### src/hdl/lorenz_euler_stepper_defines.svh
// ----------------------------------------------------------------------------
// lorenz_euler_stepper_defines.svh
// Assertion macros used by the stepper sequencer (les_seq).
// ----------------------------------------------------------------------------
`ifndef LORENZ_EULER_STEPPER_DEFINES_SVH
`define LORENZ_EULER_STEPPER_DEFINES_SVH
`ifndef ASSERT_OFF
`define LES_ASSERT_IMP(lbl, clk, rst, ante, cons) \
   lbl: assert property (@(posedge clk) disable iff (rst) (ante) |-> (cons)) \
      else $error("lorenz_euler_stepper: assertion failed");
`define LES_ASSERT_NXT(lbl, clk, rst, ante, cons) \
   lbl: assert property (@(posedge clk) disable iff (rst) (ante) |=> (cons)) \
      else $error("lorenz_euler_stepper: assertion failed");
`else
`define LES_ASSERT_IMP(lbl, clk, rst, ante, cons)
`define LES_ASSERT_NXT(lbl, clk, rst, ante, cons)
`endif
`endif

### src/hdl/les_pkg.sv
// ----------------------------------------------------------------------------
// les_pkg
// Types, constants and helpers of the Lorenz Euler stepper.
// ----------------------------------------------------------------------------
package les_pkg;

   localparam int unsigned TRACE_STEPS_DEF   = 50000;
   localparam int unsigned SEGMENT_STEPS_DEF = 10000;

   localparam int unsigned STEP_W     = 16;
   localparam int unsigned SEG_W      = 3;
   localparam int unsigned CSR_IDX_W  = 3;
   localparam int unsigned CSR_DATA_W = 32;
   localparam int unsigned COORD_W    = 32;
   localparam int unsigned DT_W       = 24;
   localparam int unsigned Q_FRAC     = 20;
   localparam int unsigned DT_FRAC    = 24;

   localparam logic [SEG_W-1:0] SEG_MAX = '1;

   localparam logic signed [COORD_W-1:0] SIGMA_RST   = 32'sd10485760;
   localparam logic signed [COORD_W-1:0] BETA_RST    = 32'sd2796139;
   localparam logic signed [COORD_W-1:0] RHO_RST     = 32'sd29360128;
   localparam logic        [DT_W-1:0]    DT_RST      = 24'd16777;
   localparam logic signed [COORD_W-1:0] START_RST   = 32'sd1048576;

   typedef enum logic [CSR_IDX_W-1:0] {
      CSR_SIGMA,
      CSR_BETA,
      CSR_RHO,
      CSR_TIME_STEP,
      CSR_START_X,
      CSR_START_Y,
      CSR_START_Z
   } les_csr_type;

   typedef enum logic [1:0] {
      S_IDLE,
      S_PRE,
      S_RUN,
      S_EMIT
   } les_state_type;

   // destination of a multiplier pass
   typedef enum logic [2:0] {
      DST_DX,
      DST_DY,
      DST_P3,
      DST_DZ,
      DST_NX,
      DST_NY,
      DST_NZ
   } les_dst_type;

   typedef struct packed {
      logic signed [COORD_W-1:0] sigma;
      logic signed [COORD_W-1:0] beta;
      logic signed [COORD_W-1:0] rho;
      logic        [DT_W-1:0]    time_step;
      logic signed [COORD_W-1:0] start_x;
      logic signed [COORD_W-1:0] start_y;
      logic signed [COORD_W-1:0] start_z;
   } les_cfg_type;

   typedef struct packed {
      logic                      valid;
      logic                      coarse;
      les_dst_type               dst;
      logic signed [COORD_W:0]   a;
      logic signed [COORD_W-1:0] b;
   } les_op_type;

   typedef struct packed {
      logic                      negate;
      logic signed [COORD_W-1:0] addend;
   } les_acc_type;

   typedef struct packed {
      logic                      valid;
      les_dst_type               dst;
      logic signed [COORD_W-1:0] value;
   } les_res_type;

   function automatic logic signed [COORD_W:0] sext33(input logic signed [COORD_W-1:0] v);
      return $signed({v[COORD_W-1], v});
   endfunction

   function automatic logic signed [COORD_W-1:0] sat33(input logic signed [COORD_W:0] v);
      logic signed [COORD_W-1:0] r;
      if (v[COORD_W] != v[COORD_W-1]) begin
         r = v[COORD_W] ? $signed({1'b1, {(COORD_W-1){1'b0}}})
                        : $signed({1'b0, {(COORD_W-1){1'b1}}});
      end else begin
         r = $signed(v[COORD_W-1:0]);
      end
      return r;
   endfunction

endpackage

### src/hdl/les_ifs.sv
// ----------------------------------------------------------------------------
// les_ifs
// Request and response channels of the Lorenz Euler stepper.
// ----------------------------------------------------------------------------
interface les_req_if;
   logic valid;
   logic ready;
   logic restart;

   modport source (output valid, output restart, input ready);
   modport sink   (input valid, input restart, output ready);
endinterface

interface les_rsp_if;
   logic               valid;
   logic               ready;
   logic signed [31:0] point_x;
   logic signed [31:0] point_y;
   logic signed [31:0] point_z;
   logic [2:0]         segment;
   logic               trace_end;

   modport source (output valid, output point_x, output point_y, output point_z,
                   output segment, output trace_end, input ready);
   modport sink   (input valid, input point_x, input point_y, input point_z,
                   input segment, input trace_end, output ready);
endinterface

### src/hdl/lorenz_euler_stepper.sv
// ----------------------------------------------------------------------------
// lorenz_euler_stepper
// Fixed-point Lorenz attractor tracer, one explicit Euler step per request.
// ----------------------------------------------------------------------------
// Each request transfer advances (x, y, z) by one Euler step and returns the
// new point with its segment index and a trace-end flag; restart reloads the
// start point first. A step computes the differences, then makes seven passes
// through a single shared 33x32 multiplier with product, round/saturate and
// accumulate stages, then writes the result once the output register is free
// and returns to idle for the next handshake. The result sits in an output
// register, so a new request is taken while it waits. Registers are written
// through csr_*; the user must write them only while no step is in flight,
// as the block does not enforce it; unknown indexes are ignored.
module lorenz_euler_stepper import les_pkg::*; #(
   parameter int unsigned TRACE_STEPS   = TRACE_STEPS_DEF,
   parameter int unsigned SEGMENT_STEPS = SEGMENT_STEPS_DEF
) (
   input  logic                  clock,
   input  logic                  reset,
   les_req_if.sink               req_chan,
   les_rsp_if.source             rsp_chan,
   input  logic                  csr_write_en,
   input  logic [CSR_IDX_W-1:0]  csr_index,
   input  logic [CSR_DATA_W-1:0] csr_wdata
);

   les_cfg_type cfg_ff, cfg_in;
   les_op_type  op;
   les_acc_type acc;
   les_dst_type acc_dst;
   les_res_type res;

   always_comb begin
      cfg_in = cfg_ff;
      if (csr_write_en) begin
         case (csr_index)
            CSR_SIGMA:     cfg_in.sigma     = $signed(csr_wdata);
            CSR_BETA:      cfg_in.beta      = $signed(csr_wdata);
            CSR_RHO:       cfg_in.rho       = $signed(csr_wdata);
            CSR_TIME_STEP: cfg_in.time_step = csr_wdata[DT_W-1:0];
            CSR_START_X:   cfg_in.start_x   = $signed(csr_wdata);
            CSR_START_Y:   cfg_in.start_y   = $signed(csr_wdata);
            CSR_START_Z:   cfg_in.start_z   = $signed(csr_wdata);
            default:       cfg_in           = cfg_ff;
         endcase
      end
   end

   always_ff @(posedge clock) begin
      if (reset) begin
         cfg_ff <= '{sigma: SIGMA_RST, beta: BETA_RST, rho: RHO_RST,
                     time_step: DT_RST, start_x: START_RST,
                     start_y: START_RST, start_z: START_RST};
      end else begin
         cfg_ff <= cfg_in;
      end
   end

   les_seq #(
      .TRACE_STEPS   (TRACE_STEPS),
      .SEGMENT_STEPS (SEGMENT_STEPS)
   ) u_seq (
      .clock   (clock),
      .reset   (reset),
      .cfg     (cfg_ff),
      .req     (req_chan),
      .rsp     (rsp_chan),
      .op      (op),
      .acc     (acc),
      .acc_dst (acc_dst),
      .res     (res)
   );

   les_mac_unit u_mac (
      .clock   (clock),
      .reset   (reset),
      .op      (op),
      .acc     (acc),
      .acc_dst (acc_dst),
      .res     (res)
   );

endmodule

### src/hdl/les_mac_unit.sv
// ----------------------------------------------------------------------------
// les_mac_unit
// Shared 33x32 multiplier with round, saturate and accumulate stages.
// ----------------------------------------------------------------------------
module les_mac_unit import les_pkg::*; (
   input  logic        clock,
   input  logic        reset,
   input  les_op_type  op,
   input  les_acc_type acc,
   output les_dst_type acc_dst,
   output les_res_type res
);

   localparam logic signed [63:0] RND_FINE   = 64'sd1 <<< (Q_FRAC - 1);
   localparam logic signed [63:0] RND_COARSE = 64'sd1 <<< (DT_FRAC - 1);
   localparam logic signed [63:0] SAT_HI     = 64'sh0000_0000_7FFF_FFFF;
   localparam logic signed [63:0] SAT_LO     = 64'shFFFF_FFFF_8000_0000;

   logic                      p_valid_ff;
   logic                      p_coarse_ff;
   les_dst_type               p_dst_ff;
   logic signed [63:0]        prod_ff;
   logic signed [63:0]        prod_in;
   logic signed [64:0]        full;

   logic                      q_valid_ff;
   les_dst_type               q_dst_ff;
   logic signed [COORD_W-1:0] q_ff;
   logic signed [COORD_W-1:0] q_in;
   logic signed [63:0]        rounded;
   logic signed [63:0]        shifted;

   logic signed [COORD_W:0]   sum;

   assign full    = op.a * op.b;
   assign prod_in = $signed(full[63:0]);

   always_comb begin
      rounded = prod_ff + (p_coarse_ff ? RND_COARSE : RND_FINE);
      shifted = p_coarse_ff ? (rounded >>> DT_FRAC) : (rounded >>> Q_FRAC);
      if (shifted > SAT_HI) begin
         q_in = SAT_HI[COORD_W-1:0];
      end else if (shifted < SAT_LO) begin
         q_in = SAT_LO[COORD_W-1:0];
      end else begin
         q_in = $signed(shifted[COORD_W-1:0]);
      end
   end

   always_ff @(posedge clock) begin
      if (reset) begin
         p_valid_ff <= 1'b0;
         q_valid_ff <= 1'b0;
      end else begin
         p_valid_ff <= op.valid;
         q_valid_ff <= p_valid_ff;
      end
   end

   always_ff @(posedge clock) begin
      p_coarse_ff <= op.coarse;
      p_dst_ff    <= op.dst;
      prod_ff     <= prod_in;
      q_dst_ff    <= p_dst_ff;
      q_ff        <= q_in;
   end

   // negate: product minus addend
   always_comb begin
      sum = acc.negate ? (sext33(q_ff) - sext33(acc.addend))
                       : (sext33(acc.addend) + sext33(q_ff));
   end

   assign acc_dst   = q_dst_ff;
   assign res.valid = q_valid_ff;
   assign res.dst   = q_dst_ff;
   assign res.value = sat33(sum);

endmodule

### src/hdl/les_seq.sv
// ----------------------------------------------------------------------------
// les_seq
// Step sequencer: operand selection, working registers, counters, output.
// ----------------------------------------------------------------------------
`include "lorenz_euler_stepper_defines.svh"

module les_seq import les_pkg::*; #(
   parameter int unsigned TRACE_STEPS   = TRACE_STEPS_DEF,
   parameter int unsigned SEGMENT_STEPS = SEGMENT_STEPS_DEF
) (
   input  logic           clock,
   input  logic           reset,
   input  les_cfg_type    cfg,
   les_req_if.sink        req,
   les_rsp_if.source      rsp,
   output les_op_type     op,
   output les_acc_type    acc,
   input  les_dst_type    acc_dst,
   input  les_res_type    res
);

   localparam logic [STEP_W-1:0] LAST_IDX = STEP_W'(TRACE_STEPS - 1);
   localparam logic [STEP_W-1:0] SEG_LAST = STEP_W'(SEGMENT_STEPS - 1);

   // issue slots of the run phase
   localparam logic [3:0] SLOT_DX   = 4'd1;
   localparam logic [3:0] SLOT_DY   = 4'd2;
   localparam logic [3:0] SLOT_P3   = 4'd3;
   localparam logic [3:0] SLOT_DZ   = 4'd4;
   localparam logic [3:0] SLOT_NX   = 4'd5;
   localparam logic [3:0] SLOT_NY   = 4'd6;
   localparam logic [3:0] SLOT_NZ   = 4'd7;
   localparam logic [3:0] SLOT_DONE = 4'd9;

   les_state_type             state_ff, state_in;
   logic [3:0]                cnt_ff, cnt_in;
   logic signed [COORD_W-1:0] pos_x_ff, pos_x_in;
   logic signed [COORD_W-1:0] pos_y_ff, pos_y_in;
   logic signed [COORD_W-1:0] pos_z_ff, pos_z_in;
   logic signed [COORD_W-1:0] d1_ff, d1_in;
   logic signed [COORD_W-1:0] d2_ff, d2_in;
   logic signed [COORD_W-1:0] dx_ff, dx_in;
   logic signed [COORD_W-1:0] dy_ff, dy_in;
   logic signed [COORD_W-1:0] dz_ff, dz_in;
   logic signed [COORD_W-1:0] p3_ff, p3_in;
   logic [STEP_W-1:0]         step_ff, step_in;
   logic [STEP_W-1:0]         seg_pos_ff, seg_pos_in;
   logic [SEG_W-1:0]          seg_idx_ff, seg_idx_in;
   logic                      rsp_valid_ff, rsp_valid_in;
   logic signed [COORD_W-1:0] out_x_ff, out_x_in;
   logic signed [COORD_W-1:0] out_y_ff, out_y_in;
   logic signed [COORD_W-1:0] out_z_ff, out_z_in;
   logic [SEG_W-1:0]          out_seg_ff, out_seg_in;
   logic                      out_end_ff, out_end_in;

   logic accept;
   logic last;
   logic rsp_free;

   assign req.ready = (state_ff == S_IDLE);
   assign accept    = req.valid && req.ready;
   assign last      = (step_ff >= LAST_IDX);
   assign rsp_free  = !rsp_valid_ff || rsp.ready;

   always_comb begin
      case (acc_dst)
         DST_DY:  acc = '{negate: 1'b1, addend: pos_y_ff};
         DST_DZ:  acc = '{negate: 1'b1, addend: p3_ff};
         DST_NX:  acc = '{negate: 1'b0, addend: pos_x_ff};
         DST_NY:  acc = '{negate: 1'b0, addend: pos_y_ff};
         DST_NZ:  acc = '{negate: 1'b0, addend: pos_z_ff};
         default: acc = '{negate: 1'b0, addend: '0};
      endcase
   end

   always_comb begin
      op = '{valid: 1'b0, coarse: 1'b0, dst: DST_DX, a: '0, b: '0};
      if (state_ff == S_RUN) begin
         case (cnt_ff)
            SLOT_DX: op = '{1'b1, 1'b0, DST_DX, sext33(cfg.sigma), d1_ff};
            SLOT_DY: op = '{1'b1, 1'b0, DST_DY, sext33(pos_x_ff), d2_ff};
            SLOT_P3: op = '{1'b1, 1'b0, DST_P3, sext33(cfg.beta), pos_z_ff};
            SLOT_DZ: op = '{1'b1, 1'b0, DST_DZ, sext33(pos_x_ff), pos_y_ff};
            SLOT_NX: op = '{1'b1, 1'b1, DST_NX, $signed({9'd0, cfg.time_step}), dx_ff};
            SLOT_NY: op = '{1'b1, 1'b1, DST_NY, $signed({9'd0, cfg.time_step}), dy_ff};
            SLOT_NZ: op = '{1'b1, 1'b1, DST_NZ, $signed({9'd0, cfg.time_step}), dz_ff};
            default: op.valid = 1'b0;
         endcase
      end
   end

   always_comb begin
      state_in     = state_ff;
      cnt_in       = cnt_ff;
      pos_x_in     = pos_x_ff;
      pos_y_in     = pos_y_ff;
      pos_z_in     = pos_z_ff;
      d1_in        = d1_ff;
      d2_in        = d2_ff;
      dx_in        = dx_ff;
      dy_in        = dy_ff;
      dz_in        = dz_ff;
      p3_in        = p3_ff;
      step_in      = step_ff;
      seg_pos_in   = seg_pos_ff;
      seg_idx_in   = seg_idx_ff;
      rsp_valid_in = rsp_valid_ff && !rsp.ready;
      out_x_in     = out_x_ff;
      out_y_in     = out_y_ff;
      out_z_in     = out_z_ff;
      out_seg_in   = out_seg_ff;
      out_end_in   = out_end_ff;

      if (res.valid) begin
         case (res.dst)
            DST_DX:  dx_in    = res.value;
            DST_DY:  dy_in    = res.value;
            DST_P3:  p3_in    = res.value;
            DST_DZ:  dz_in    = res.value;
            DST_NX:  pos_x_in = res.value;
            DST_NY:  pos_y_in = res.value;
            DST_NZ:  pos_z_in = res.value;
            default: dx_in    = dx_ff;
         endcase
      end

      case (state_ff)
         S_IDLE: begin
            if (accept) begin
               if (req.restart) begin
                  pos_x_in   = cfg.start_x;
                  pos_y_in   = cfg.start_y;
                  pos_z_in   = cfg.start_z;
                  step_in    = '0;
                  seg_pos_in = '0;
                  seg_idx_in = '0;
               end
               state_in = S_PRE;
            end
         end
         S_PRE: begin
            d1_in    = sat33(sext33(pos_y_ff) - sext33(pos_x_ff));
            d2_in    = sat33(sext33(cfg.rho) - sext33(pos_z_ff));
            cnt_in   = SLOT_DX;
            state_in = S_RUN;
         end
         S_RUN: begin
            cnt_in = cnt_ff + 4'd1;
            if (cnt_ff == SLOT_DONE) begin
               state_in = S_EMIT;
            end
         end
         S_EMIT: begin
            if (rsp_free) begin
               rsp_valid_in = 1'b1;
               out_x_in     = pos_x_ff;
               out_y_in     = pos_y_ff;
               out_z_in     = pos_z_ff;
               out_seg_in   = seg_idx_ff;
               out_end_in   = last;
               if (last) begin
                  pos_x_in   = cfg.start_x;
                  pos_y_in   = cfg.start_y;
                  pos_z_in   = cfg.start_z;
                  step_in    = '0;
                  seg_pos_in = '0;
                  seg_idx_in = '0;
               end else begin
                  step_in = step_ff + 1'b1;
                  if (seg_pos_ff == SEG_LAST) begin
                     seg_pos_in = '0;
                     if (seg_idx_ff != SEG_MAX) begin
                        seg_idx_in = seg_idx_ff + 1'b1;
                     end
                  end else begin
                     seg_pos_in = seg_pos_ff + 1'b1;
                  end
               end
               state_in = S_IDLE;
            end
         end
         default: state_in = S_IDLE;
      endcase
   end

   always_ff @(posedge clock) begin
      if (reset) begin
         state_ff     <= S_IDLE;
         cnt_ff       <= '0;
         pos_x_ff     <= START_RST;
         pos_y_ff     <= START_RST;
         pos_z_ff     <= START_RST;
         step_ff      <= '0;
         seg_pos_ff   <= '0;
         seg_idx_ff   <= '0;
         rsp_valid_ff <= 1'b0;
      end else begin
         state_ff     <= state_in;
         cnt_ff       <= cnt_in;
         pos_x_ff     <= pos_x_in;
         pos_y_ff     <= pos_y_in;
         pos_z_ff     <= pos_z_in;
         step_ff      <= step_in;
         seg_pos_ff   <= seg_pos_in;
         seg_idx_ff   <= seg_idx_in;
         rsp_valid_ff <= rsp_valid_in;
      end
   end

   always_ff @(posedge clock) begin
      d1_ff      <= d1_in;
      d2_ff      <= d2_in;
      dx_ff      <= dx_in;
      dy_ff      <= dy_in;
      dz_ff      <= dz_in;
      p3_ff      <= p3_in;
      out_x_ff   <= out_x_in;
      out_y_ff   <= out_y_in;
      out_z_ff   <= out_z_in;
      out_seg_ff <= out_seg_in;
      out_end_ff <= out_end_in;
   end

   assign rsp.valid     = rsp_valid_ff;
   assign rsp.point_x   = out_x_ff;
   assign rsp.point_y   = out_y_ff;
   assign rsp.point_z   = out_z_ff;
   assign rsp.segment   = out_seg_ff;
   assign rsp.trace_end = out_end_ff;

   `LES_ASSERT_IMP(a_issue_in_run, clock, reset, op.valid, state_ff == S_RUN)
   `LES_ASSERT_IMP(a_result_in_run, clock, reset, res.valid, state_ff == S_RUN)
   `LES_ASSERT_NXT(a_busy_after_accept, clock, reset, req.valid && req.ready, !req.ready)
   `LES_ASSERT_IMP(a_rsp_from_emit, clock, reset, $rose(rsp.valid), $past(state_ff) == S_EMIT)

endmodule

### src/flat_wrapper.sv
// flat-port wrapper written by rule: the top's interface ports become plain ports
module lorenz_euler_stepper_flat import les_pkg::*;
#(
   parameter int unsigned TRACE_STEPS   = TRACE_STEPS_DEF,
   parameter int unsigned SEGMENT_STEPS = SEGMENT_STEPS_DEF
)
  (clock, reset, csr_write_en, csr_index, csr_wdata, req_chan_valid, req_chan_restart, req_chan_ready, rsp_chan_valid, rsp_chan_point_x, rsp_chan_point_y, rsp_chan_point_z, rsp_chan_segment, rsp_chan_trace_end, rsp_chan_ready);
  les_req_if req_chan_i ();
  les_rsp_if rsp_chan_i ();
  input  logic clock;
  input  logic reset;
  input  logic csr_write_en;
  input  logic [CSR_IDX_W-1:0] csr_index;
  input  logic [CSR_DATA_W-1:0] csr_wdata;
  input wire logic [$bits(req_chan_i.valid)-1:0] req_chan_valid;
  input wire logic [$bits(req_chan_i.restart)-1:0] req_chan_restart;
  output wire logic [$bits(req_chan_i.ready)-1:0] req_chan_ready;
  output wire logic [$bits(rsp_chan_i.valid)-1:0] rsp_chan_valid;
  output wire logic [$bits(rsp_chan_i.point_x)-1:0] rsp_chan_point_x;
  output wire logic [$bits(rsp_chan_i.point_y)-1:0] rsp_chan_point_y;
  output wire logic [$bits(rsp_chan_i.point_z)-1:0] rsp_chan_point_z;
  output wire logic [$bits(rsp_chan_i.segment)-1:0] rsp_chan_segment;
  output wire logic [$bits(rsp_chan_i.trace_end)-1:0] rsp_chan_trace_end;
  input wire logic [$bits(rsp_chan_i.ready)-1:0] rsp_chan_ready;
  assign req_chan_i.valid = req_chan_valid;
  assign req_chan_i.restart = req_chan_restart;
  assign req_chan_ready = req_chan_i.ready;
  assign rsp_chan_valid = rsp_chan_i.valid;
  assign rsp_chan_point_x = rsp_chan_i.point_x;
  assign rsp_chan_point_y = rsp_chan_i.point_y;
  assign rsp_chan_point_z = rsp_chan_i.point_z;
  assign rsp_chan_segment = rsp_chan_i.segment;
  assign rsp_chan_trace_end = rsp_chan_i.trace_end;
  assign rsp_chan_i.ready = rsp_chan_ready;
  lorenz_euler_stepper #(.TRACE_STEPS(TRACE_STEPS), .SEGMENT_STEPS(SEGMENT_STEPS)) u_core (.clock(clock), .reset(reset), .req_chan(req_chan_i), .rsp_chan(rsp_chan_i), .csr_write_en(csr_write_en), .csr_index(csr_index), .csr_wdata(csr_wdata));
endmodule
### config.mk
export PLATFORM = sky130hd
export DESIGN_NAME = lorenz_euler_stepper_flat
export DESIGN_NICKNAME = d
export VERILOG_FILES = /design/src/hdl/les_pkg.sv /design/src/hdl/les_ifs.sv /design/src/hdl/lorenz_euler_stepper.sv /design/src/hdl/les_mac_unit.sv /design/src/hdl/les_seq.sv /design/src/flat_wrapper.sv
export VERILOG_INCLUDE_DIRS = /design/src /design/src/hdl
export SDC_FILE = /design/constraint.sdc
export NUM_CORES = 2
export LEC_CHECK = 0
export ABC_AREA = 1
export BUFFER_PORTS_ARGS = -buffer_cell sky130_fd_sc_hd__clkbuf_2
export CORE_ASPECT_RATIO = 1.1
export CORE_UTILIZATION = 38
export CTS_CLUSTER_DIAMETER = 100
export DETAILED_ROUTE_END_ITERATION = 6
export PLACE_DENSITY = 0.64
export SYNTH_ARGS = -nofsm -noshare
export SYNTH_HDL_FRONTEND = slang
export SYNTH_HIERARCHICAL = 1
export SYNTH_SLANG_ARGS = --single-unit
### constraint.sdc
create_clock -name clock -period 10.7 [get_ports clock]
set_input_delay 0.535 -clock clock [delete_from_list [all_inputs] [get_ports clock]]
set_output_delay 0.535 -clock clock [all_outputs]
set_load 0.03 [all_outputs]
==> flow_metrics.py <==
metrics = {
    "worst_hold_path": {
        "holdPathStages": 3,
        "hp-start": "csr_wdata[17]",
        "hold_end": "u_core/cfg_ff[169]",
        "holdCritPathClass": "input port to flop",
    },
    "job": {
        "drv_cap": 0,
    },
    "floorplan": {
        "die_h_um": 486,
        "core_area_mm2": 0.211,
        "num_rows": 177,
        "die-area_mm2": 0.214,
        "io_pins": 143,
        "initial_core_util_pct": 38.2,
        "die_x_um": 442,
    },
    "cts": {
        "root_buffer": "clkbuf_16",
        "cts_resized": 0,
        "clk_pin_slew_ns": 0.06,
        "clock-sinks": 732,
        "numCtsBuffers": 80,
        "cts_setup_buffers": 0,
        "htree_levels": 3,
        "cts_hold_buf": 0,
        "insertion_delay_ns": 0.72,
        "cts_tree": "yes",
        "cts_buffer_depth": 3,
    },
    "global_routing": {
        "grt_pass1_wl_mm": 457,
        "grt_use_total_pct": 28.9,
        "overflow": 0,
        "grt_max_degree": 184,
        "grt_pass1_vias": 69644,
        "antenna_found_initial": 9,
    },
    "setup_path": {
        "reg2reg_slack_ns": 0.24,
        "critPathSlowestCell": "a2111oi_0",
        "r2r_end": "u_core/u_mac/prod_ff[50]",
        "worst-setup-path-type": "flop to flop",
        "cpMostUsedCell": "fa_1",
        "critPathTopFamily": "adder cells",
        "r2r_start": "u_core/u_seq/cnt_ff[0]",
        "crit_required_ns": 11.28,
        "worst-path-buf-inv": 7,
        "reg2regPathDepth": 31,
        "critPathLaunchType": "flop",
        "arrival_ns": 11.04,
        "critPathMaxStageDelay_ns": 0.82,
        "cp_max_fo": 23,
        "cp-end-kind": "flop",
    },
    "yosys": {
        "synth.distinct_cells": 63,
        "async_flop_share_pct": 0,
        "yosys.area.top_type_share_pct": 27.4,
        "synthTopCellsByArea": "fa_1, nand2_1, dfxtp_1",
        "syn_inst": 10720,
        "syn-cell-area_mm2": 0.0808,
        "synth_area_leader_cell": "fa_1",
        "syn_area_per_cell_um2": 7.53,
        "synth_enable_flop_cells": 292,
        "synth_nets": 12157,
        "synth-seq-cells": 732,
        "synth-main-ff-cell": "dfxtp_1",
        "yosys_warnings": 6,
        "ys_seq_area_share_pct": 21.8,
    },
    "run_status": {
        "outcome": "completed",
    },
    "sta": {
        "clock_skew_ns": 0.0471,
        "worst_slew_margin_rel_pct": 7.90,
        "setup_viol": 0,
        "setup_slack_ns": 0.242,
        "rsz0062_at_grt": "false",
        "max_freq_ghz": 0.0956,
        "post-route-period-util_pct": 97.7,
        "maxSlewViolCount": 0,
        "hold_viol_final": 0,
        "tns_ns": 0,
        "worst_pin_slew_ns": 1.35,
        "fin_crit_ns": 10.46,
    },
    "cells_and_area": {
        "drive_gt1_share_pct": 6.59,
        "final-instance-count-excl-fill": 13490,
        "final_cell_mix": "nand2_1, inv_1, fa_1, nor2_1, nand3_1",
        "final_net_count": 12075,
        "final_common_cell": "nand2_1",
        "area_growth_pct": 8.79,
        "n_fill_cell": 21863,
    },
    "detailed_routing": {
        "wl_met3_mm": 26.3,
        "num_vias": 70985,
        "met1Wirelength_mm": 119,
        "routed_wl_mm": 310,
        "top_layer": "met5",
        "firstDrtPassIters": 6,
        "met2WireLength_mm": 139,
        "wl_per_cell_um": 23.0,
        "drt-initial-drc-count": 7065,
        "drc": 0,
        "ant_nets": 0,
        "avgViaCountPerCell": 5.26,
    },
    "placed_design": {
        "gp_congestion": 1.03,
        "post-dp-hpwl_mm": 241,
        "place_inst": 13330,
        "place_ws_ns": 0.465,
        "port_buffers": 142,
    },
    "power": {
        "power_leakage_nw": 45.1,
        "ir_drop_v": 0.000661,
        "power_per_cell_area_mw_per_mm2": 240,
    },
}
flip-flops by register name, summed over array words and instances (netlist names), 4 cells and up:
signal                    cells
u_core/u_seq/pos_y_ff        32
u_core/cfg_ff               216
u_core/u_seq/pos_x_ff        32
u_core/u_seq/cnt_ff           4
u_core/u_seq/rsp.point_z     32
u_core/u_seq/step_ff         16
u_core/u_seq/p3_ff           32
u_core/u_seq/seg_pos_ff      16
u_core/u_seq/pos_z_ff        32
u_core/u_seq/rsp.point_y     32
u_core/u_seq/dx_ff           32
u_core/u_mac/prod_ff         45
u_core/u_mac/q_ff            32
u_core/u_seq/dy_ff           32
u_core/u_seq/d1_ff           32
u_core/u_seq/dz_ff           32
u_core/u_seq/d2_ff           32
u_core/u_seq/rsp.point_x     32
cell type report:
class                   instances  area (um2)  share of cell area (%)
inverters                    2356        8850                    10.1
well taps                    2774        3470                    3.95
diodes                         12        30.0                  0.0342
clock buffers                 101        2230                    2.53
repair buffers                364        2600                    2.96
multi-input cells            7104       52700                    59.9
flip-flops and latches        732       17600                    20.0
clock inverters                47         458                   0.521
cell usage after synthesis (6+ instances only):
cell type	count
buf_1	26
clkbuf_1	366
ha_1	291
nand2_4	6
nor2_2	17
or2_2	14
xnor2_1	50
fa_1	1105
o21ai_1	20
edfxtp_1	292
nor4_1	14
a221oi_1	42
buf_6	17
nor2_4	7
dfxtp_1	440
nand3_1	477
a21o_1	21
inv_2	15
nand3_2	7
a211oi_1	13
a22o_1	11
buf_4	18
nand3b_1	17
nand4_1	66
o21ai_0	452
nand2_2	29
nor3_1	44
o211ai_1	99
xor2_1	135
buf_2	101
inv_1	2340
a21oi_1	327
nor2_1	890
o21bai_1	36
o21ai_2	20
nand2_1	2690
o21a_1	12
a2111oi_0	17
a31oi_1	117
how the worst max path moves through the flow:
stage | depth (start not counted) | endpoint | start | slack [ns]
finish | 31 | u_core/u_mac/prod_ff[50] | u_core/u_seq/cnt_ff[0] | 0.24
global route | 31 | u_core/u_mac/prod_ff[50] | u_core/u_seq/cnt_ff[0] | 0.007
CTS | 31 | u_core/u_mac/prod_ff[50] | u_core/u_seq/cnt_ff[0] | 0.39
detailed placement | 31 | u_core/u_mac/prod_ff[50] | u_core/u_seq/cnt_ff[1] | 0.47
global placement | 33 | u_core/u_mac/prod_ff[50] | u_core/u_seq/cnt_ff[0] | 0.29
floorplan | 35 | u_core/u_mac/prod_ff[63] | u_core/u_seq/cnt_ff[0] | 1.89
layer usage:
layer | up-vias | GRT usage, %
li1 | 32328 | -
met1 | 34533 | 36.3
met2 | 3322 | 45.2
met3 | 800 | 4.98
met4 | 2 | 20.1
met5 | - | 0
per-stage QoR:
step	hold WS, ns	instance area [um2]	total power, W	utilization [%]
2_1_floorplan	0.310	80800	0.0117	-
3_3_place_gp	0.311	85200	0.0176	40.3
3_5_place_dp	0.319	85200	0.0176	40.3
4_1_cts	0.0240	87800	0.0205	41.6
5_1_grt	0.0613	87800	0.0217	41.6
6_report	0.0608	87900	0.0211	41.6
where the power goes:
group	switching (W)	internal [W]	total, W	leakage [nW]
clock network	0.00129	0.00161	0.00290	1.30
registers	0.000728	0.00443	0.00516	6.26
logic	0.0103	0.00280	0.0131	37.5
total	0.0123	0.00884	0.0211	45.1
cell families (layout without fill, tap and decap cells):
family                     Yosys count  after routing  synth area share, %
muxes                                5              5               0.0620
buffers and inverters             2884           2868                 13.8
xor gates and xnor gates           185            185                 2.01
DFF                                732            732                 21.8
AOI/OAI and AO/OA                 1220           1220                 8.87
and+or+nand+nor                   4298           4298                 21.6
other                                0             12                    0
adders and majority gates         1396           1396                 31.9
worst register-to-register path: cells and delay by family (launching register included):
family                   cells  cell delay (ns)
adder cells (fa/ha/maj)     10             4.88
XOR/XNOR                     1             0.26
AND/OR/NAND/NOR              9             1.79
AO/OA/AOI/OAI                4             1.63
flip-flops                   1             0.42
buffers and inverters        7             1.37
No activity file was read; power rests on OpenSTA's default activity.
